--- config.mk ---
export PLATFORM = sky130hd
export DESIGN_NAME = golden_section_search
export DESIGN_NICKNAME = d
export VERILOG_FILES = /design/src/rtl/gss_pkg.sv /design/src/rtl/golden_section_search.sv /design/src/rtl/gss_mul.sv /design/src/rtl/gss_div.sv
export SDC_FILE = /design/constraint.sdc
export NUM_CORES = 2
export LEC_CHECK = 0
export ABC_CLOCK_PERIOD_IN_PS = 13550
export BUFFER_PORTS_ARGS = -buffer_cell sky130_fd_sc_hd__buf_2
export CAP_MARGIN = 10
export CORE_UTILIZATION = 40
export DETAILED_ROUTE_END_ITERATION = 6
export GPL_ROUTABILITY_DRIVEN = 0
export SLEW_MARGIN = 20
export SYNTH_ARGS = -nofsm -noshare
export SYNTH_HDL_FRONTEND = slang
export SYNTH_SLANG_ARGS = --single-unit
--- constraint.sdc ---
create_clock -name clk -period 13.55 [get_ports clk]
set_input_delay 1.355 -clock clk [delete_from_list [all_inputs] [get_ports clk]]
set_output_delay 1.355 -clock clk [all_outputs]
set_load 0.05 [all_outputs]
--- src/rtl/gss_pkg.sv ---
package gss_pkg;

  localparam int FRACTION_BITS = 16;

  // golden ratio conjugate as unsigned q0.30
  localparam int          GOLD_SHIFT = 30;
  localparam logic [31:0] GOLD_Q30   = 32'd663608942;
  // 100 * (1 - ratio) as unsigned q.16
  localparam logic [31:0] ERR_K      = 32'd2503252;

  localparam int          QUOT_W  = 31;
  localparam int          DIVD_W  = 54;
  localparam int          PROD_W  = 64;
  localparam logic [QUOT_W-1:0] ERR_MAX = '1;

  localparam logic [7:0]        MAX_ITER_RST = 8'd100;
  localparam logic [QUOT_W-1:0] TOL_RST      = 31'd65536;

  localparam logic CFG_MAX_ITER = 1'b0;
  localparam logic CFG_TOL      = 1'b1;

  typedef struct packed {
    logic        en;
    logic [31:0] a;
    logic [31:0] b;
  } mul_req_t;

  typedef struct packed {
    logic              start;
    logic [DIVD_W-1:0] dividend;
    logic [31:0]       divisor;
  } div_req_t;

endpackage

--- src/rtl/golden_section_search.sv ---
// golden-section search on f(x) = -x*x in signed q16.16
// input beats carry the interval bounds in in_tdata and the goal in in_tuser
// (0 maximise, 1 minimise); one result beat is produced per input beat
// with the midpoint, its objective value, the exit iteration index and the
// relative error in percent
// max_iterations and tolerance are written through the cfg port; the user must
// write them only while idle, as the block itself has no guard against it
// each iteration uses the one shared 32x32 multiplier (interior offset, error
// numerator, tolerance bound); the exit check compares against a tolerance
// product so no divide runs per iteration; after the last iteration a
// bit-serial divider forms the reported error while the multiplier squares
// the midpoint; the divide is skipped when the error saturates or when no
// iteration runs; at most max_iterations iterations are run, and in_tready is
// high only while no item is in work
// reset clears the sequencer and output valid and loads max_iterations = 100
// and tolerance = 1.0 percent
// a stalled result holds in the output register; the next item may be
// accepted while it waits, but its own result is not loaded until the
// previous one has been taken
module golden_section_search import gss_pkg::*; (
  input  logic         clk,
  input  logic         rst_n,
  input  logic         in_tvalid,
  output logic         in_tready,
  input  logic [63:0]  in_tdata,   // lower_bound, upper_bound
  input  logic         in_tuser,   // kind
  output logic         out_tvalid,
  input  logic         out_tready,
  output logic [103:0] out_tdata,  // best_point, best_value, iterations_used, error_estimate
  input  logic         cfg_we,
  input  logic         cfg_index,
  input  logic [30:0]  cfg_data
);

  localparam logic [3:0] S_IDLE = 4'd0;
  localparam logic [3:0] S_MID  = 4'd1;
  localparam logic [3:0] S_XPT  = 4'd2;
  localparam logic [3:0] S_UPD  = 4'd3;
  localparam logic [3:0] S_SPN  = 4'd4;
  localparam logic [3:0] S_TOL  = 4'd5;
  localparam logic [3:0] S_CHK  = 4'd6;
  localparam logic [3:0] S_FIN  = 4'd7;
  localparam logic [3:0] S_DIV  = 4'd8;

  logic [3:0]        state_r;
  logic [31:0]       lo_r;
  logic [31:0]       hi_r;
  logic              kind_r;
  logic [31:0]       mid_r;
  logic              sgn_r;
  logic [32:0]       x1_r;
  logic [32:0]       x2_r;
  logic [DIVD_W-1:0] p_r;
  logic [7:0]        j_r;
  logic              have_err_r;
  logic [7:0]        max_iter_r;
  logic [QUOT_W-1:0] tol_r;
  logic              out_valid_r;
  logic [103:0]      out_data_r;

  mul_req_t          mul_req;
  div_req_t          div_req;
  logic [PROD_W-1:0] prod_r;
  logic              div_busy;
  logic [QUOT_W-1:0] div_quot;

  logic [32:0]       span_diff;
  logic [32:0]       span_neg;
  logic [31:0]       span_mag;
  logic [31:0]       mid_mag;
  logic [31:0]       mid_new;
  logic [31:0]       mid_in;
  logic [PROD_W-1:0] d_rnd;
  logic [31:0]       d_mag;
  logic [32:0]       d_val;
  logic [32:0]       a1;
  logic [32:0]       a2;
  logic              first_better;
  logic [31:0]       tol1;
  logic              brk;
  logic [PROD_W-1:0] sq_rnd;
  logic [47:0]       mag_val;
  logic [31:0]       value;
  logic [QUOT_W-1:0] err;
  logic              load_out;

  function automatic logic [31:0] half_floor(input logic [31:0] a, input logic [31:0] b);
    logic [32:0] s;
    s = {a[31], a} + {b[31], b};
    return s[32:1];
  endfunction

  always_comb begin
    span_diff = {hi_r[31], hi_r} - {lo_r[31], lo_r};
    span_neg  = ~span_diff + 33'd1;
    span_mag  = span_diff[32] ? span_neg[31:0] : span_diff[31:0];
    mid_mag   = mid_r[31] ? (~mid_r + 32'd1) : mid_r;
    mid_new   = half_floor(lo_r, hi_r);
    mid_in    = half_floor(in_tdata[31:0], in_tdata[63:32]);

    // interior offset, rounded half up in magnitude
    d_rnd = prod_r + (PROD_W'(1) << (GOLD_SHIFT - 1));
    d_mag = d_rnd[GOLD_SHIFT +: 32];
    d_val = sgn_r ? (~{1'b0, d_mag} + 33'd1) : {1'b0, d_mag};

    a1 = x1_r[32] ? (~x1_r + 33'd1) : x1_r;
    a2 = x2_r[32] ? (~x2_r + 33'd1) : x2_r;
    first_better = kind_r ? (a1 > a2) : (a1 < a2);

    // err <= tol  <=>  p < (tol + 1) * |mid|, or tol at full scale
    tol1 = {1'b0, tol_r} + 32'd1;
    brk  = (tol_r == ERR_MAX) || (PROD_W'(p_r) < prod_r);

    sq_rnd  = prod_r + (PROD_W'(1) << (FRACTION_BITS - 1));
    mag_val = sq_rnd[FRACTION_BITS +: 48];
    value   = (mag_val > 48'h0000_8000_0000) ? 32'h8000_0000 : (32'd0 - mag_val[31:0]);
    err     = have_err_r ? div_quot : '0;

    load_out = (state_r == S_DIV) && !div_busy && (!out_valid_r || out_tready);
  end

  always_comb begin
    mul_req = '0;
    unique case (state_r)
      S_MID: begin
        mul_req = '{en: 1'b1, a: span_mag, b: GOLD_Q30};
      end
      S_SPN: begin
        mul_req = '{en: 1'b1, a: span_mag, b: ERR_K};
      end
      S_TOL: begin
        mul_req = '{en: 1'b1, a: tol1, b: mid_mag};
      end
      S_FIN: begin
        mul_req = '{en: 1'b1, a: mid_mag, b: mid_mag};
      end
      default: begin
        mul_req = '0;
      end
    endcase
  end

  always_comb begin
    div_req.start    = (state_r == S_FIN) && have_err_r;
    div_req.dividend = p_r;
    div_req.divisor  = mid_mag;
  end

  gss_mul u_mul (
    .clk    (clk),
    .req    (mul_req),
    .prod_r (prod_r)
  );

  gss_div u_div (
    .clk    (clk),
    .rst_n  (rst_n),
    .req    (div_req),
    .busy_r (div_busy),
    .quot_r (div_quot)
  );

  // config registers
  always_ff @(posedge clk) begin
    if (!rst_n) begin
      max_iter_r <= MAX_ITER_RST;
      tol_r      <= TOL_RST;
    end else if (cfg_we) begin
      unique case (cfg_index)
        CFG_MAX_ITER: max_iter_r <= cfg_data[7:0];
        CFG_TOL:      tol_r      <= cfg_data;
        default:      tol_r      <= tol_r;
      endcase
    end
  end

  // sequencer
  always_ff @(posedge clk) begin
    if (!rst_n) begin
      state_r     <= S_IDLE;
      out_valid_r <= 1'b0;
      have_err_r  <= 1'b0;
    end else begin
      if (load_out) begin
        out_valid_r <= 1'b1;
        out_data_r  <= {1'b0, err, j_r, value, mid_r};
      end else if (out_tready) begin
        out_valid_r <= 1'b0;
      end

      unique case (state_r)
        S_IDLE: begin
          if (in_tvalid) begin
            lo_r       <= in_tdata[31:0];
            hi_r       <= in_tdata[63:32];
            kind_r     <= in_tuser;
            mid_r      <= mid_in;
            j_r        <= '0;
            have_err_r <= 1'b0;
            state_r    <= (max_iter_r == '0) ? S_FIN : S_MID;
          end
        end
        S_MID: begin
          mid_r   <= mid_new;
          sgn_r   <= span_diff[32];
          state_r <= S_XPT;
        end
        S_XPT: begin
          x1_r    <= {lo_r[31], lo_r} + d_val;
          x2_r    <= {hi_r[31], hi_r} - d_val;
          state_r <= S_UPD;
        end
        S_UPD: begin
          if (first_better) begin
            lo_r <= x2_r[31:0];
          end else begin
            hi_r <= x1_r[31:0];
          end
          state_r <= S_SPN;
        end
        S_SPN: begin
          state_r <= S_TOL;
        end
        S_TOL: begin
          p_r     <= prod_r[DIVD_W-1:0];
          state_r <= S_CHK;
        end
        S_CHK: begin
          have_err_r <= 1'b1;
          if (brk) begin
            state_r <= S_FIN;
          end else begin
            j_r     <= j_r + 8'd1;
            state_r <= ((j_r + 8'd1) == max_iter_r) ? S_FIN : S_MID;
          end
        end
        S_FIN: begin
          state_r <= S_DIV;
        end
        S_DIV: begin
          if (load_out) begin
            state_r <= S_IDLE;
          end
        end
        default: begin
          state_r <= S_IDLE;
        end
      endcase
    end
  end

  assign in_tready  = (state_r == S_IDLE);
  assign out_tvalid = out_valid_r;
  assign out_tdata  = out_data_r;

`ifndef SYNTHESIS
  a_busy_after_accept: assert property (@(posedge clk) disable iff (!rst_n)
    (in_tvalid && in_tready) |=> !in_tready)
    else $error("ready again straight after accepting a beat");

  a_result_from_div: assert property (@(posedge clk) disable iff (!rst_n)
    $rose(out_tvalid) |-> $past(state_r == S_DIV))
    else $error("result raised outside the final step");
`endif

endmodule

--- src/rtl/gss_mul.sv ---
module gss_mul import gss_pkg::*; (
  input  logic              clk,
  input  mul_req_t          req,
  output logic [PROD_W-1:0] prod_r
);

  always_ff @(posedge clk) begin
    if (req.en) begin
      prod_r <= PROD_W'(req.a) * PROD_W'(req.b);
    end
  end

endmodule

--- src/rtl/gss_div.sv ---
module gss_div import gss_pkg::*; (
  input  logic              clk,
  input  logic              rst_n,
  input  div_req_t          req,
  output logic              busy_r,
  output logic [QUOT_W-1:0] quot_r
);

  logic [31:0]       rem_r;
  logic [31:0]       den_r;
  logic [QUOT_W-1:0] bits_r;
  logic [4:0]        cnt_r;
  logic [32:0]       r2;
  logic [32:0]       diff;
  logic              ge;
  logic              sat;

  always_comb begin
    r2   = {rem_r, bits_r[QUOT_W-1]};
    diff = r2 - {1'b0, den_r};
    ge   = r2 >= {1'b0, den_r};
    // quotient would not fit in 31 bits
    sat  = (req.divisor == '0) ||
           (32'(req.dividend[DIVD_W-1:QUOT_W]) >= req.divisor);
  end

  always_ff @(posedge clk) begin
    if (!rst_n) begin
      busy_r <= 1'b0;
    end else if (req.start) begin
      if (sat) begin
        busy_r <= 1'b0;
        quot_r <= ERR_MAX;
      end else begin
        busy_r <= 1'b1;
        quot_r <= '0;
        rem_r  <= 32'(req.dividend[DIVD_W-1:QUOT_W]);
        bits_r <= req.dividend[QUOT_W-1:0];
        den_r  <= req.divisor;
        cnt_r  <= 5'(QUOT_W - 1);
      end
    end else if (busy_r) begin
      rem_r  <= ge ? diff[31:0] : r2[31:0];
      quot_r <= {quot_r[QUOT_W-2:0], ge};
      bits_r <= {bits_r[QUOT_W-2:0], 1'b0};
      cnt_r  <= cnt_r - 5'd1;
      if (cnt_r == '0) begin
        busy_r <= 1'b0;
      end
    end
  end

`ifndef SYNTHESIS
  a_rem_below_den: assert property (@(posedge clk) disable iff (!rst_n)
    busy_r |-> rem_r < den_r)
    else $error("divider remainder not below divisor");

  a_no_restart: assert property (@(posedge clk) disable iff (!rst_n)
    req.start |-> !busy_r)
    else $error("divider started while busy");
`endif

endmodule
==> results.txt <==
----------------------------------------------------
[Final layout]
  Fraction of layout instances using a drive strength above 1 ... 0.08163
  Area of combinational cells with multiple inputs ... roughly 0.051 mm²
  Sequential cell area ... roughly 0.017 mm²
  Filler-free cell count of the finished design ... about 11000
  Finished layout cell area ... roughly 0.08 mm²
  Count of nets after finishing ... between 9000 and 10000
  Fillers ... between 15000 and 20000
  Area delta synth->final ... 8.988%

[Floorplan]
  Die Y-Extent ... ~430 µm
  Die footprint ... approximately 0.19 mm²
  Row cnt ... between 150 and 200
  Number of top-level design ports ... about 210
  DIE WIDTH ... roughly 430 µm
  Effective utilization at floorplan ... 0.4045
  Core area ... around 0.18 mm²

[Route]
  Number of DRC violations after detailed-routing iteration 0 ... 6346
  Avg Vias per Cell ... 5.615
  Wire per inst ... between 20 and 25 µm
  Remaining routing DRC violations ... 0
  First drt pass iteration count ... 6
  Routed via count ... approximately 60000
  ANT nets after route ... 0
  DRT Wirelength ... approximately 250000 µm

[Global routing]
  Via count of the first global-routing pass ... approximately 60000
  Maximum number of pins on one net before global-route repair ... between 60 and 70
  Total global routing overflow ... 0
  All-layer global routing usage ... 0.2723
  Wire length of the first global-routing pass ... ~380000 µm
  Number of antenna violations at the first check in global routing ... 15

[Worst setup path]
  Reg-to-reg startpoint ... hi_r[10]
  Most common cell on crit path ... sky130_fd_sc_hd__fa_1
  Start-to-end type of the worst setup path ... register to register
  Critical R2R Capture ... u_mul.prod_r[62]
  Number of cells on the worst reg-to-reg path ... 37
  Crit path capture ... u_mul.prod_r[62]
  Origin of the worst setup path ... hi_r[10]
  Number of buffer and inverter stages on the critical path ... 6
  Kind of start point of the critical path ... register
  CP delay by family, top ... adder cells
  Highest cell delay on the worst timing path ... roughly 0.68 ns
  Top fanout value on the critical path ... 14
  Endpoint kind of the worst setup timing path ... register
  Arrival time of the worst setup path ... 13.30 ns
  WP depth ... 37
  Required time at the endpoint of the critical path ... between 10 and 15 ns
  Library cell contributing the largest single delay on the critical path ... sky130_fd_sc_hd__a221oi_1
  FF-to-FF setup slack ... ~0.7 ns

[Place]
  Quantity of I/O buffers inserted on ports ... around 210
  Cell Count Post-Placement ... around 11000
  Total cell area at the placement stage ... just under 0.08 mm²
  Final HPWL from detailed placement ... a little over 200000 µm

[Pwr]
  Combinational fraction of design power ... 0.580
  PD cells ... roughly 130 mW/mm²
  PnR Total Power ... roughly 0.011 W
  Clk pwr share ... 0.185
  Reported net switching power ... roughly 0.0052 W
  Max rail drop VDD ... about 0.14 mV
  Seq pwr share ... 0.234
  Cell leakage power ... roughly 36 nW
  Internal cell power ... roughly 0.0055 W
  Net Sw Frac ... 0.4833

[Synthesis]
  EDFF count, synth ... approximately 520
  Largest cells by area after synthesis ... sky130_fd_sc_hd__fa_1 (25%), sky130_fd_sc_hd__edfxtp_1 (21%), sky130_fd_sc_hd__ha_1 (9.8%)
  Number of instances in the synthesized netlist ... roughly 8100
  Number of synthesized register bits ... 570
  Asr flop ratio synth ... 0
  Post-Syn Area ... around 0.073 mm²
  Synth area leader ... sky130_fd_sc_hd__fa_1
  Portion of synthesized cell area occupied by the leading cell type ... 0.2457
  Number of nets produced by synthesis ... a little under 10000
  Post-Syn Area per Cell ... ~9 µm²
  Register area share after synthesis ... 0.2266
  Most common flop cell mapped by yosys ... sky130_fd_sc_hd__edfxtp_1
  Synthesis Warnings ... 0
  Post-synthesis cell type count ... between 100 and 150

[Flow run]
  Max-cap violations ... 0

[Clocking]
  Clock tree root buffer cell ... sky130_fd_sc_hd__clkbuf_16
  Count of cells resized by post-cts repair ... 0
  Clock tree from TritonCTS ... done
  Post CTS Setup Buffer Count ... 0
  Count of H-tree levels built during CTS ... 3
  Clock input transition at the sequential cells of the worst setup and hold paths ... roughly 0.06 ns
  Clock insertion delay at the later pin of the skew report ... about 0.72 ns
  Number of buffers inserted during clock tree synthesis ... 73
  Deepest clock path buffer count ... 3
  Hold-fix buffer count after cts ... 0
  Number of sinks on the clock net ... 570

[STA]
  Final Hold Fails ... 0
  Number of max-slew violations in the final report ... 0
  Final critical delay including setup and external delays ... 12.85 ns
  Maximum operating frequency ... around 0.08 GHz
  Transition time at the pin with the least slew margin ... around 1.2 ns
  Unrepaired setup endpoints after global routing ... no
  Final setup TNS ... 0 ns
  Total setup violations reported at the end of the flow ... 0
  Part of the cycle the worst path needs ... 0.9482
  Slew HR ... 0.2129
  Clock tree skew after final layout ... roughly 0.053 ns

[Run status]
  Result of the run ... finished clean

[Min path]
  Path type of the worst min-delay path ... register to register

----------------------------------------------------
==> sequential cells by signal, indices dropped and copies added, names as in the netlist, 4 cells and up <==
register,cells
max_iter_r,8
state_r,4
hi_r,32
j_r,8
u_mul.prod_r,64
x2_r,33
u_div.quot_r,31
tol_r,31
p_r,54
out_tdata,103
lo_r,32
u_div.rem_r,32
u_div.bits_r,31
u_div.cnt_r,5
u_div.den_r,32
mid_r,32
x1_r,33
==> routing by layer <==
layer	routed length (µm)	track usage	vias to the layer above	part of all wire
li1	-	-	26640	-
met1	100000	0.3549	29810	0.40
met2	109900	0.4132	2938	0.43
met3	25600	0.06302	660	0.10
met4	17480	0.1592	14	0.069
met5	95	0	-	0.00038
==> cell families after synthesis <==
family          after synthesis  synth area share
compound gates             1308            0.1160
xor+xnor                    503           0.06004
fa+ha+maj                  1476            0.3434
buf+inv                    1647           0.08595
flops                       570            0.2266
mux                         115           0.01701
other cells                   1        0.00005102
simple gates               2462            0.1509
==> cell usage after synthesis, types with 12 or more instances <==
cell                       count
sky130_fd_sc_hd__nand4_1      82
sky130_fd_sc_hd__fa_1        902
sky130_fd_sc_hd__a21o_1      218
sky130_fd_sc_hd__nor2b_1      51
sky130_fd_sc_hd__or2_2        26
sky130_fd_sc_hd__dfxtp_1      46
sky130_fd_sc_hd__o31ai_1      40
sky130_fd_sc_hd__buf_1        15
sky130_fd_sc_hd__xnor2_1     329
sky130_fd_sc_hd__mux2_2       69
sky130_fd_sc_hd__edfxtp_1    524
sky130_fd_sc_hd__o211ai_1     27
sky130_fd_sc_hd__a21boi_0     46
sky130_fd_sc_hd__a221oi_1     14
sky130_fd_sc_hd__nand3_1     118
sky130_fd_sc_hd__nor4_1       35
sky130_fd_sc_hd__or3_1        32
sky130_fd_sc_hd__nor3_1       98
sky130_fd_sc_hd__nand2b_1     75
sky130_fd_sc_hd__nand2_1    1037
sky130_fd_sc_hd__o21ai_0     271
sky130_fd_sc_hd__o41ai_1      17
sky130_fd_sc_hd__and2_1      103
sky130_fd_sc_hd__mux2i_1      45
sky130_fd_sc_hd__a21oi_1     351
sky130_fd_sc_hd__and4_1       14
sky130_fd_sc_hd__inv_1      1312
sky130_fd_sc_hd__and3_1       53
sky130_fd_sc_hd__or4_1        17
sky130_fd_sc_hd__o21a_1       38
sky130_fd_sc_hd__buf_2        48
sky130_fd_sc_hd__o21ai_1      16
sky130_fd_sc_hd__nor2_1      671
sky130_fd_sc_hd__o22ai_1      12
sky130_fd_sc_hd__o21bai_1     39
sky130_fd_sc_hd__ha_1        574
sky130_fd_sc_hd__a211oi_1     28
sky130_fd_sc_hd__a31oi_1      42
sky130_fd_sc_hd__xor2_1      173
sky130_fd_sc_hd__clkbuf_1    254
==> power groups by stage <==
stage                     clock (W)  sequential, W  combinational [W]
final                       0.00198        0.00251            0.00621
after global routing        0.00208        0.00251            0.00671
after CTS                   0.00202        0.00249            0.00606
after detailed placement          0        0.00253            0.00602
after global placement            0        0.00253            0.00595
after floorplan                   0        0.00242            0.00406
==> stage by stage <==
step	setup slack, ns	util	hold WS, ns
global route	0.1937	0.4408	0.4611
CTS	0.7143	0.4404	0.4436
global placement	0.9704	0.4272	0.4321
floorplan	0.5077	-	0.4206
detailed placement	0.7467	0.4272	0.4339
finish	0.7018	0.4408	0.4372
==> worst min-delay path by stage <==
stage	start	endpoint	cells past startpoint
2_1_floorplan	mid_r[6]	out_tdata[6]	0
3_3_place_gp	u_mul.prod_r[2]	p_r[2]	0
3_5_place_dp	u_mul.prod_r[1]	p_r[1]	0
4_1_cts	u_mul.prod_r[6]	p_r[6]	0
5_1_grt	u_mul.prod_r[4]	p_r[4]	0
6_report	u_mul.prod_r[6]	p_r[6]	0
==> layout by cell type, fill, tap and decap left out, types with 46 or more instances in the layout <==
master,synthesis,final
sky130_fd_sc_hd__inv_1,1312,1311
sky130_fd_sc_hd__nand2_1,1037,1035
sky130_fd_sc_hd__fa_1,902,902
sky130_fd_sc_hd__nor2_1,671,665
sky130_fd_sc_hd__ha_1,574,574
sky130_fd_sc_hd__edfxtp_1,524,524
sky130_fd_sc_hd__a21oi_1,351,344
sky130_fd_sc_hd__xnor2_1,329,329
sky130_fd_sc_hd__o21ai_0,271,261
sky130_fd_sc_hd__a21o_1,218,218
sky130_fd_sc_hd__buf_2,48,206
sky130_fd_sc_hd__xor2_1,173,173
sky130_fd_sc_hd__buf_4,8,155
sky130_fd_sc_hd__nand3_1,118,117
sky130_fd_sc_hd__and2_1,103,101
sky130_fd_sc_hd__nor3_1,98,95
sky130_fd_sc_hd__nand4_1,82,82
sky130_fd_sc_hd__nand2b_1,75,75
sky130_fd_sc_hd__clkbuf_16,0,74
sky130_fd_sc_hd__mux2_2,69,69
sky130_fd_sc_hd__nor2b_1,51,51
sky130_fd_sc_hd__and3_1,53,51
sky130_fd_sc_hd__a21boi_0,46,46
==> area by class of cell <==
| class | count | share of cell area |
|---|---|---|
| inverters | 1316 | 0.06167 |
| multi-input cells | 5865 | 0.6340 |
| repair buffers | 364 | 0.02833 |
| flip-flops and latches | 570 | 0.2079 |
| well taps | 2449 | 0.03825 |
| diodes | 2 | 0.00006248 |
| clock buffers | 91 | 0.02416 |
| clock inverters | 39 | 0.005623 |
(Power assumes the default switching activity.)
